File: src/sv/mhi_pkg.sv
// shared types and constants of the max-heap insert engine
// no dependencies; used by max_heap_insert_engine_unit, max_heap_insert_checker and the bench
package mhi_pkg;

   localparam int CAPACITY  = 16;
   localparam int ADDR_W    = $clog2(CAPACITY);
   localparam int CNT_W     = $clog2(CAPACITY + 1);
   localparam int KEY_W     = 32;
   localparam int POS_W     = 4;
   localparam int CNT_OUT_W = 5;

   localparam logic REQ_INSERT = 1'b0;
   localparam logic REQ_READ   = 1'b1;

   typedef struct packed {
      logic                    req_type;
      logic signed [KEY_W-1:0] new_key;
      logic [POS_W-1:0]        position;
   } mhi_req_type;

   typedef struct packed {
      logic                    accepted;
      logic signed [KEY_W-1:0] read_key;
      logic [CNT_OUT_W-1:0]    entry_count;
      logic signed [KEY_W-1:0] top_key;
   } mhi_rsp_type;

   typedef enum logic [2:0] {
      ST_IDLE,
      ST_READ,
      ST_CMP,
      ST_PLACE,
      ST_RESP
   } mhi_state_type;

endpackage

File: src/sv/max_heap_insert_engine_unit.sv
// max-heap insert engine: heap array in mhi_ram, sift-up sequencer, result register
// depends on mhi_pkg and mhi_ram
// paths to rsp_valid: insert into a non-empty heap stays in CMP while the parent is smaller
//   and not the root, then PLACE, RESP; empty heap PLACE, RESP; valid read READ, RESP;
//   refused ops RESP only; one transaction at a time, a waiting result holds RESP
// reset: synchronous, clears count, sequencer and result valid; heap ram keeps contents
module max_heap_insert_engine_unit
   import mhi_pkg::*;
(
   input  logic        clock,
   input  logic        reset,
   input  logic        req_valid,
   output logic        req_ready,
   input  mhi_req_type req_data,
   output logic        rsp_valid,
   input  logic        rsp_ready,
   output mhi_rsp_type rsp_data
);

   mhi_state_type state_ff, state_in;

   logic [CNT_W-1:0]        count_ff, count_in;
   logic [ADDR_W-1:0]       slot_ff, slot_in;
   logic signed [KEY_W-1:0] key_ff, key_in;
   logic signed [KEY_W-1:0] top_ff, top_in;
   logic signed [KEY_W-1:0] rkey_ff, rkey_in;
   logic                    acc_ff, acc_in;
   logic                    rsp_valid_ff, rsp_valid_in;
   mhi_rsp_type             rsp_data_ff, rsp_data_in;

   logic                    mem_we;
   logic [ADDR_W-1:0]       mem_waddr;
   logic [KEY_W-1:0]        mem_wdata;
   logic [ADDR_W-1:0]       mem_raddr;
   logic [KEY_W-1:0]        mem_rdata;

   logic                    accept;
   logic                    full;
   logic [31:0]             pos_ext;
   logic                    pos_ok;
   logic [ADDR_W-1:0]       ins_slot;
   logic [ADDR_W-1:0]       ins_up;
   logic [ADDR_W-1:0]       up;
   logic [ADDR_W-1:0]       up_up;
   logic                    key_less;
   logic                    rsp_free;

   mhi_ram #(
      .WIDTH(KEY_W),
      .DEPTH(CAPACITY)
   ) u_heap_ram (
      .clock   (clock),
      .wr_en   (mem_we),
      .wr_addr (mem_waddr),
      .wr_data (mem_wdata),
      .rd_addr (mem_raddr),
      .rd_data (mem_rdata)
   );

   assign req_ready = (state_ff == ST_IDLE);
   assign accept    = req_valid && req_ready;
   assign full      = (count_ff == CNT_W'(CAPACITY));
   assign pos_ext   = 32'(req_data.position);
   assign pos_ok    = (pos_ext < 32'(count_ff)) && (pos_ext < 32'(CAPACITY));
   assign ins_slot  = ADDR_W'(count_ff);
   assign ins_up    = (ins_slot - ADDR_W'(1)) >> 1;
   assign up        = (slot_ff - ADDR_W'(1)) >> 1;
   assign up_up     = (up - ADDR_W'(1)) >> 1;
   // parent strictly smaller moves down, equal parent stays
   assign key_less  = ($signed(mem_rdata) < key_ff);
   assign rsp_free  = !rsp_valid_ff || rsp_ready;

   always_comb begin
      state_in = state_ff;
      case (state_ff)
         ST_IDLE: begin
            if (accept) begin
               if (req_data.req_type == REQ_INSERT) begin
                  if (full) begin
                     state_in = ST_RESP;
                  end else if (count_ff == '0) begin
                     state_in = ST_PLACE;
                  end else begin
                     state_in = ST_CMP;
                  end
               end else if (pos_ok) begin
                  state_in = ST_READ;
               end else begin
                  state_in = ST_RESP;
               end
            end
         end
         ST_READ: begin
            state_in = ST_RESP;
         end
         ST_CMP: begin
            if (key_less && (up != '0)) begin
               state_in = ST_CMP;
            end else begin
               state_in = ST_PLACE;
            end
         end
         ST_PLACE: begin
            state_in = ST_RESP;
         end
         ST_RESP: begin
            if (rsp_free) begin
               state_in = ST_IDLE;
            end
         end
         default: begin
            state_in = ST_IDLE;
         end
      endcase
   end

   always_comb begin
      mem_we       = 1'b0;
      mem_waddr    = slot_ff;
      mem_wdata    = key_ff;
      mem_raddr    = up;
      count_in     = count_ff;
      slot_in      = slot_ff;
      key_in       = key_ff;
      top_in       = top_ff;
      acc_in       = acc_ff;
      rkey_in      = rkey_ff;
      rsp_valid_in = rsp_valid_ff && !rsp_ready;
      rsp_data_in  = rsp_data_ff;
      case (state_ff)
         ST_IDLE: begin
            if (accept) begin
               acc_in  = 1'b0;
               rkey_in = '0;
               if (req_data.req_type == REQ_INSERT) begin
                  key_in = req_data.new_key;
                  if (!full) begin
                     count_in  = count_ff + CNT_W'(1);
                     slot_in   = ins_slot;
                     mem_raddr = ins_up;
                     acc_in    = 1'b1;
                  end
               end else begin
                  mem_raddr = ADDR_W'(pos_ext);
                  acc_in    = pos_ok;
               end
            end
         end
         ST_READ: begin
            rkey_in = mem_rdata;
         end
         ST_CMP: begin
            if (key_less) begin
               // move parent down and fetch the next parent in the same cycle
               mem_we    = 1'b1;
               mem_waddr = slot_ff;
               mem_wdata = mem_rdata;
               slot_in   = up;
               mem_raddr = up_up;
            end
         end
         ST_PLACE: begin
            mem_we    = 1'b1;
            mem_waddr = slot_ff;
            mem_wdata = key_ff;
            if (slot_ff == '0) begin
               top_in = key_ff;
            end
         end
         ST_RESP: begin
            if (rsp_free) begin
               rsp_valid_in            = 1'b1;
               rsp_data_in.accepted    = acc_ff;
               rsp_data_in.read_key    = rkey_ff;
               rsp_data_in.entry_count = CNT_OUT_W'(count_ff);
               rsp_data_in.top_key     = (count_ff != '0) ? top_ff : '0;
            end
         end
         default: begin
            mem_we = 1'b0;
         end
      endcase
   end

   always_ff @(posedge clock) begin
      if (reset) begin
         state_ff     <= ST_IDLE;
         count_ff     <= '0;
         rsp_valid_ff <= 1'b0;
      end else begin
         state_ff     <= state_in;
         count_ff     <= count_in;
         rsp_valid_ff <= rsp_valid_in;
      end
   end

   always_ff @(posedge clock) begin
      slot_ff     <= slot_in;
      key_ff      <= key_in;
      top_ff      <= top_in;
      acc_ff      <= acc_in;
      rkey_ff     <= rkey_in;
      rsp_data_ff <= rsp_data_in;
   end

   assign rsp_valid = rsp_valid_ff;
   assign rsp_data  = rsp_data_ff;

   a_count_bound: assert property (@(posedge clock) disable iff (reset)
      count_ff <= CNT_W'(CAPACITY))
      else $error("entry count above capacity");

   a_insert_count: assert property (@(posedge clock) disable iff (reset)
      (accept && (req_data.req_type == REQ_INSERT) && !full)
         |=> (count_ff == $past(count_ff) + CNT_W'(1)))
      else $error("stored insert did not advance the count");

   a_write_states: assert property (@(posedge clock) disable iff (reset)
      mem_we |-> ((state_ff == ST_CMP) || (state_ff == ST_PLACE)))
      else $error("heap write outside sift-up");

   a_no_overlap: assert property (@(posedge clock) disable iff (reset)
      ((state_ff == ST_CMP) && key_less && (up != '0)) |-> (mem_waddr != mem_raddr))
      else $error("sift-up read and write hit the same slot");

   a_root_place: assert property (@(posedge clock) disable iff (reset)
      ((state_ff == ST_PLACE) && (slot_ff == '0)) |=> (top_ff == $past(key_ff)))
      else $error("root copy not updated");

endmodule

File: src/sv/mhi_ram.sv
// generic single-port-write, single-port-read ram with registered read data
// no dependencies
module mhi_ram #(
   parameter int WIDTH = 32,
   parameter int DEPTH = 16
) (
   input  logic                     clock,
   input  logic                     wr_en,
   input  logic [$clog2(DEPTH)-1:0] wr_addr,
   input  logic [WIDTH-1:0]         wr_data,
   input  logic [$clog2(DEPTH)-1:0] rd_addr,
   output logic [WIDTH-1:0]         rd_data
);

   logic [WIDTH-1:0] mem_ff [DEPTH];
   logic [WIDTH-1:0] rd_data_ff;

   always_ff @(posedge clock) begin
      if (wr_en) begin
         mem_ff[wr_addr] <= wr_data;
      end
      rd_data_ff <= mem_ff[rd_addr];
   end

   assign rd_data = rd_data_ff;

endmodule

File: config.mk
export PLATFORM = sky130hd
export DESIGN_NAME = max_heap_insert_engine_unit
export DESIGN_NICKNAME = d
export VERILOG_FILES = /design/src/sv/mhi_pkg.sv /design/src/sv/max_heap_insert_engine_unit.sv /design/src/sv/mhi_ram.sv
export SDC_FILE = /design/constraint.sdc
export NUM_CORES = 1
export LEC_CHECK = 0
export BUFFER_PORTS_ARGS = -buffer_cell sky130_fd_sc_hd__buf_4
export CORE_MARGIN = 2
export CORE_UTILIZATION = 40
export CTS_CLUSTER_DIAMETER = 100
export DETAILED_ROUTE_END_ITERATION = 10
export GPL_ROUTABILITY_DRIVEN = 0
export HOLD_SLACK_MARGIN = 0.02
export SYNTH_ARGS = -nofsm -noshare
export SYNTH_HDL_FRONTEND = slang
export SYNTH_HIERARCHICAL = 1
export SYNTH_SLANG_ARGS = --single-unit
File: constraint.sdc
create_clock -name clock -period 10.35 [get_ports clock]
set_clock_uncertainty 0.1 [all_clocks]
set_input_delay 0 -clock clock [delete_from_list [all_inputs] [get_ports clock]]
set_output_delay 0 -clock clock [all_outputs]
set_load 0.005 [all_outputs]
==> reports/results.tsv, run 1 <==
metric	value	unit
Finish-stage setup viols	0	
final hold vios	0	
full die area	71000	µm²
Buf+Inv Stages, Crit Path	3	
# clock sinks	724	
Critical Path Sink Type	flop	
GRT Total Usage	18.0	%
status	finished, final reports clean	
maxcap violations	0	
CTS tree	built	
post-synth net total	1439	
total CTS buffers	72	
per-cell routed wire length	25.1	µm
Worst-Skew Late Latency	610	ps
Initial Utilization	40.3	%
CP top delay family	buffers and inverters	
PD cells	233	nW/µm²
Sequential Power Share	47.6	%
DR WL met3	4320	µm
Total Wirelength	63200	µm
largest net degree at the start of global routing	106	
startpoint types	flop	
DR vias	13700	
number of synthesized register bits	724	
Final min period	5600	ps
Detail Placement HPWL	33400	µm
Unique masters post-synth	57	
hold depth	2	
Hold Path End	key_ff[24]	
YS warnings	6	
Internal	0.00558	W
Worst Max-Slew Pin Slew	1100	ps
Area growth, synth to finish	18.0	%
VDD IR-drop max	0.209	mV
Crit Path Max Fanout	65	
Post-layout nets	1662	
H-tree depth	3	
Hold Startpoint	req_data[28]	
Pre-Repair DR Iteration Count	5	
IO Count	113	
Worst Setup Path Type	reg2reg	
vias in the first global route	14000	
root buf cell	clkbuf_16	
Worst Path Required	10730	ps
Synth Cell Area	27600	µm²
diode count	0	
setup TNS	0	ps
Vias per Instance	5.43	
FF-to-FF setup slack	4750	ps
first-pass GRT wire length	92500	µm
Final ANT Viol Nets	0	
Core ar.	68500	µm²
Sw Ratio	26.5	%
Die Width	267	µm
Total Power	0.00759	W
fin crit share	54.1	%
met2 WL	31100	µm
Worst slew margin	26.6	%
combinational cell fraction of total power	19.8	%
initial drt markers	1146	
fraction of layout cells with a size suffix above 1	24.4	%
top_reg_cell synth	edfxtp_1	
Clk network pwr share	32.7	%
worst stage delay on the critical path	910	ps
Port Buffers	112	
max-slew violation count	0	
cts hold-fix bufs	68	
global route overflow	0	
Avg Synthesized Cell Area	20.3	µm²
asr flop ratio synth	0	%
initial antenna violation count	0	
capturing point of the worst reg2reg path	u_heap_ram/rd_data[7]	
clk buf depth	3	
Post-Route M1 WL	26700	µm
highest clock rate	0.179	GHz
EDFF count, synth	683	
CP Cell Sequence	inv_1 -> ha_1 -> nand4_1 -> nor4b_2 -> a211oi_2 -> a211oi_4 -> nand4_1 -> o311ai_4 -> buf_4 -> buf_4 -> mux4_2 -> a22oi_1 -> nand2_1	
slowest CP cell	buf_4	
Hold WC Path Type	in2reg	
worst reg2reg path depth	13	
Seq/Total Area, Yosys	77.4	%
synthesized netlist cell count	1358	
num rows	96	
uppermost layer routed	met4	
Post-CTS Setup Repair Bufs	0	
DRC viols	0	
Vert. Die Dim	267	µm
reg2reg start	key_ff[28]	
switching power	0.00201	W
Leakage Power	10.8	nW
Post-CTS Resized	0	
CP Data Arrival Time	5980	ps
unrepaired setup endpoints after global routing	false	
Worst-path clk slew	60	ps
## power groups by stage
stage	logic, W	registers [W]	clock network (W)
6_report	0.00150	0.00361	0.00248
3_3_place_gp	0.00147	0.00367	0
3_5_place_dp	0.00150	0.00367	0
2_1_floorplan	0.00111	0.00360	0
4_1_cts	0.00152	0.00361	0.00254
5_1_grt	0.00164	0.00363	0.00266
## cell usage after synthesis, drive strengths merged (2+ instances only)
master / instances / area, µm²
and3: 2 / 12.5
or2: 3 / 18.8
nor3b: 3 / 22.5
nand3: 6 / 30.0
nand2: 52 / 195
o21ai: 12 / 60.1
and2: 35 / 219
mux2: 34 / 383
or3: 2 / 12.5
o21a: 2 / 15.0
nand3b: 2 / 15.0
a211oi: 4 / 47.5
a31oi: 2 / 12.5
xnor2: 8 / 70.1
a21o: 4 / 30.0
nor2b: 37 / 231
dfxtp: 41 / 821
a21oi: 18 / 90.1
inv: 39 / 146
nand2b: 5 / 38.8
nor3: 7 / 35.0
o22ai: 2 / 12.5
nor4b: 3 / 32.5
nand4: 9 / 56.3
nor2: 36 / 135
a22oi: 64 / 480
mux4: 128 / 2880
clkbuf: 29 / 109
buf: 31 / 193
edfxtp: 683 / 20500
ha: 40 / 500
a221oi: 2 / 17.5
## worst max-delay path by stage
stage,startpoint,end,slack (ps),cells after the start
3_5_place_dp,key_ff[28],u_heap_ram/rd_data[7],4780,13
4_1_cts,key_ff[28],u_heap_ram/rd_data[7],4770,13
5_1_grt,key_ff[28],u_heap_ram/rd_data[29],4480,13
2_1_floorplan,key_ff[26],u_heap_ram/mem_ff[0][0],4870,11
3_3_place_gp,key_ff[28],u_heap_ram/rd_data[29],4840,13
6_report,key_ff[28],u_heap_ram/rd_data[7],4750,13
## logic make-up (layout without fill, tap and decap cells)
family / Yosys count / count (layout) / share of synthesized area, %
AOI/OAI and AO/OA: 118 / 118 / 3.10
xor gates and xnor gates: 9 / 9 / 0.286
adders and majority gates: 40 / 40 / 1.82
buffers and inverters: 99 / 379 / 1.62
DFF: 724 / 724 / 77.4
muxes: 163 / 163 / 11.9
and+or+nand+nor: 205 / 205 / 3.92
## flip-flops by register name, indices dropped and copies added, names as in the netlist
name and flops:
acc_ff 1, count_ff 5, key_ff 32, rkey_ff 32, rsp_data 70, rsp_valid 1, slot_ff 4, state_ff 3
top_ff 32, u_heap_ram/mem_ff 512, u_heap_ram/rd_data 32
## through the flow
| stage | hold slack [ps] | util [%] | worst slack (ps) | instances | instance area, µm² |
|---|---|---|---|---|---|
| 2_1_floorplan | -1.13 | - | 4870 | 1358 | 27600 |
| 3_3_place_gp | 79.6 | 43.3 | 4840 | 2321 | 29600 |
| 3_5_place_dp | 79.3 | 43.3 | 4780 | 2321 | 29600 |
| 4_1_cts | 21.1 | 47.5 | 4770 | 2520 | 32500 |
| 5_1_grt | 36.2 | 47.5 | 4480 | 2520 | 32500 |
| 6_report | 49.1 | 47.5 | 4750 | 2520 | 32500 |
## placed cells by master, fill, tap and decap left out, drive strengths merged, types with 34 or more instances in the layout
cell type	synthesis	final
inv	39	40
dlygate4sd3	0	68
dfxtp	41	41
ha	40	40
buf	31	141
nor2b	37	37
nor2	36	36
nand2	52	52
a22oi	64	64
mux2	34	34
clkbuf	29	96
edfxtp	683	683
and2	35	35
mux4	128	128
## worst reg2reg max path: cells and delay by family, from the launching register on
family                   cells  cell delay [ps]
adder cells (fa/ha/maj)      1              290
multiplexers                 1              440
flip-flops                   1              560
buffers and inverters        3             1900
AND/OR/NAND/NOR              4             1080
AO/OA/AOI/OAI                4             1090
## layout make-up
type	instances	area (µm²)
multi-input combinational	535	5970
fill	5660	35900
sequential	724	21300
clock buffer	96	1990
inverter	39	146
timing repair buffer	209	1750
clock inverter	35	249
tap	882	1100
## per-layer routing
layer	track usage [%]	up-vias
met5	0	-
met4	5.16	0
met3	3.40	67
met2	29.3	446
met1	24.7	7260
li1	-	5921
Power figures use the tool's default switching activity.
==> inputs of run 2 (changes only) <==
==> constraint.sdc (replaced) <==
create_clock -name clock -period 4.9 [get_ports clock]
set_clock_uncertainty 0.1 [all_clocks]
set_input_delay 0 -clock clock [delete_from_list [all_inputs] [get_ports clock]]
set_output_delay 0 -clock clock [all_outputs]
set_load 0.005 [all_outputs]
==> run 2 against run 1 <==
Compared with the run above: sequential cell count is the same; clock power up 120%; global-route usage fell by 0.88 points; non-clock buffer count grew 19; die area unchanged; maximum frequency is 22% higher; critical path depth down 2; first-iteration DRC count is 7.2% lower; largest power group unchanged; power grew 120%; sequential power up 110%; final cell count up 0.91%.
==> reports/results.tsv, run 2 (synthesis results as in run 1) <==
metric	value	unit	change
Final ANT Viol Nets	0		unchanged
startpoint types	flop		
Hold Path End	key_ff[27]		
Detail Placement HPWL	36900	µm	+11%
DRC viols	0		unchanged
initial drt markers	1063		-7.2%
max-slew violation count	0		unchanged
Worst Setup Path Type	reg2reg		
initial antenna violation count	2		+2
PD cells	500	nW/µm²	+110%
num rows	96		unchanged
Final min period	4570	ps	-1030 ps
hold depth	2		unchanged
Worst slew margin	42.6	%	+16 points
Worst Path Required	5050	ps	-5680 ps
Vias per Instance	5.31		-2.2%
DR vias	13500		-1.3%
status	finished, final reports clean		
Post-layout nets	1682		+1.2%
fin crit share	93.3	%	+39 points
final std cells w/o fill	2543		+0.91%
Initial Utilization	40.3	%	unchanged
GRT Total Usage	17.1	%	-0.88 points
Core ar.	68500	µm²	unchanged
Area growth, synth to finish	19.6	%	
Critical Path Sink Type	flop		
Worst Max-Slew Pin Slew	862	ps	-240 ps
reg2reg start	key_ff[30]		
Die Width	267	µm	unchanged
Largest Register	u_heap_ram/mem_ff		
Post-CTS Setup Repair Bufs	0		unchanged
full die area	71000	µm²	unchanged
fraction of layout cells with a size suffix above 1	25.6	%	+1.2 points
maxcap violations	0		unchanged
CTS tree	built		
Crit Path Max Fanout	21		-68%
Total Wirelength	60000	µm	-5.0%
slowest CP cell	or3b_2		
final hold vios	0		unchanged
IO Count	113		unchanged
first-pass GRT wire length	89900	µm	-2.8%
worst stage delay on the critical path	620	ps	-290 ps
VDD IR-drop max	0.252	mV	+20%
max FFs per register	512		unchanged
capturing point of the worst reg2reg path	u_heap_ram/mem_ff[0][10]		
CP Data Arrival Time	4720	ps	-1260 ps
Hold WC Path Type	in2reg		
vias in the first global route	14000		-0.29%
worst reg2reg path depth	11		-2
FF-to-FF setup slack	330	ps	-4420 ps
setup TNS	0	ps	unchanged
Port Buffers	112		unchanged
clk buf depth	3		unchanged
global route overflow	0		unchanged
commonest non-fill, non-tap cells in the layout	683 x edfxtp_1, 151 x buf_4, 128 x mux4_2		
Vert. Die Dim	267	µm	unchanged
H-tree depth	3		unchanged
unrepaired setup endpoints after global routing	false		
Finish-stage setup viols	0		unchanged
CP Cell Sequence	inv_1 -> ha_1 -> nand4_1 -> nor4b_2 -> a211oi_2 -> a211oi_4 -> nor2_1 -> nor3b_1 -> or3b_2 -> nor3_4 -> buf_4		
commonest non-fill, non-tap cell in the layout	edfxtp_1		
Hold Startpoint	req_data[31]		
total CTS buffers	73		+1.4%
Worst-Skew Late Latency	610	ps	about the same
fill count	5597		-1.1%
per-cell routed wire length	23.6	µm	-5.9%
Placed Cells	2345		+1.0%
largest net degree at the start of global routing	61		-42%
highest clock rate	0.219	GHz	+22%
Pre-Repair DR Iteration Count	5		unchanged
# clock sinks	724		unchanged
root buf cell	clkbuf_16		
Worst-path clk slew	60	ps	about the same
Leakage Power	11.0	nW	+1.9%
[run 2: cell count changes in the layout (fill, tap and decap cells not counted), sizes merged]
cell	before	now
buf	141	165
clkinv	30	19
clkbuf	96	106
dlygate4sd3	68	63
bufinv	3	7
diode	0	1
[run 2: worst max-delay path, delay by kind of cell (launching register included)]
family	cells	cell delay [ps]
AOI/OAI and AO/OA	2	790
adders and majority gates	1	320
buffers and inverters	2	460
DFF	1	460
and+or+nand+nor	6	2060
[run 2: how the worst max path moves through the flow]
stage | from | cells past startpoint | end
2_1_floorplan | state_ff[2] | 3 | rsp_data[0]
3_3_place_gp | key_ff[30] | 11 | u_heap_ram/mem_ff[0][2]
3_5_place_dp | key_ff[30] | 11 | u_heap_ram/mem_ff[0][4]
4_1_cts | key_ff[30] | 11 | u_heap_ram/mem_ff[0][10]
5_1_grt | key_ff[30] | 11 | u_heap_ram/mem_ff[0][10]
6_report | key_ff[30] | 11 | u_heap_ram/mem_ff[0][10]
[run 2: report_power, final]
part           leakage (nW)  internal, W  switching (W)
logic                  3.33      0.00153        0.00184
clock network          1.15      0.00326        0.00222
registers              6.55      0.00735       0.000275
total                  11.0       0.0121        0.00434
[run 2: cell type report]
class / instances / area, µm² / share of cell area [%]
multi-input combinational: 535 / 5990 / 18.2
timing repair buffer: 228 / 2040 / 6.20
clock buffer: 106 / 2030 / 6.17
inverter: 39 / 146 / 0.444
tap: 882 / 1100 / 3.35
sequential: 724 / 21300 / 64.7
antenna: 1 / 2.50 / 0.00759
clock inverter: 28 / 327 / 0.990
[run 2: what timing repair did]
| item | in CTS | in global routing |
|---|---|---|
| hold endpoints to repair | 51 | 0 |
| hold buffers | 63 | 0 |
| resized for setup | 0 | 0 |
[run 2: per-layer routing]
layer / up-vias / routed length, µm / global-route usage [%] / part of all wire (%)
met5: - / 0 / 0 / 0
li1: 5964 / - / - / -
met2: 287 / 29400 / 28.0 / 49
met1: 7192 / 27100 / 24.3 / 45
met3: 68 / 2550 / 2.11 / 4.2
met4: 0 / 962 / 4.46 / 1.6
[run 2: through the flow]
stage	util (%)	total power, W	worst slack, ps	instance area (µm²)	hold WS, ps
floorplan	-	0.00995	268	27600	-1.13
CTS	48.2	0.0167	348	33000	24.8
detailed placement	43.8	0.0111	401	30000	79.6
global placement	43.8	0.0111	468	30000	79.9
global route	48.2	0.0171	98.5	33000	42.3
finish	48.2	0.0165	330	33000	39.6
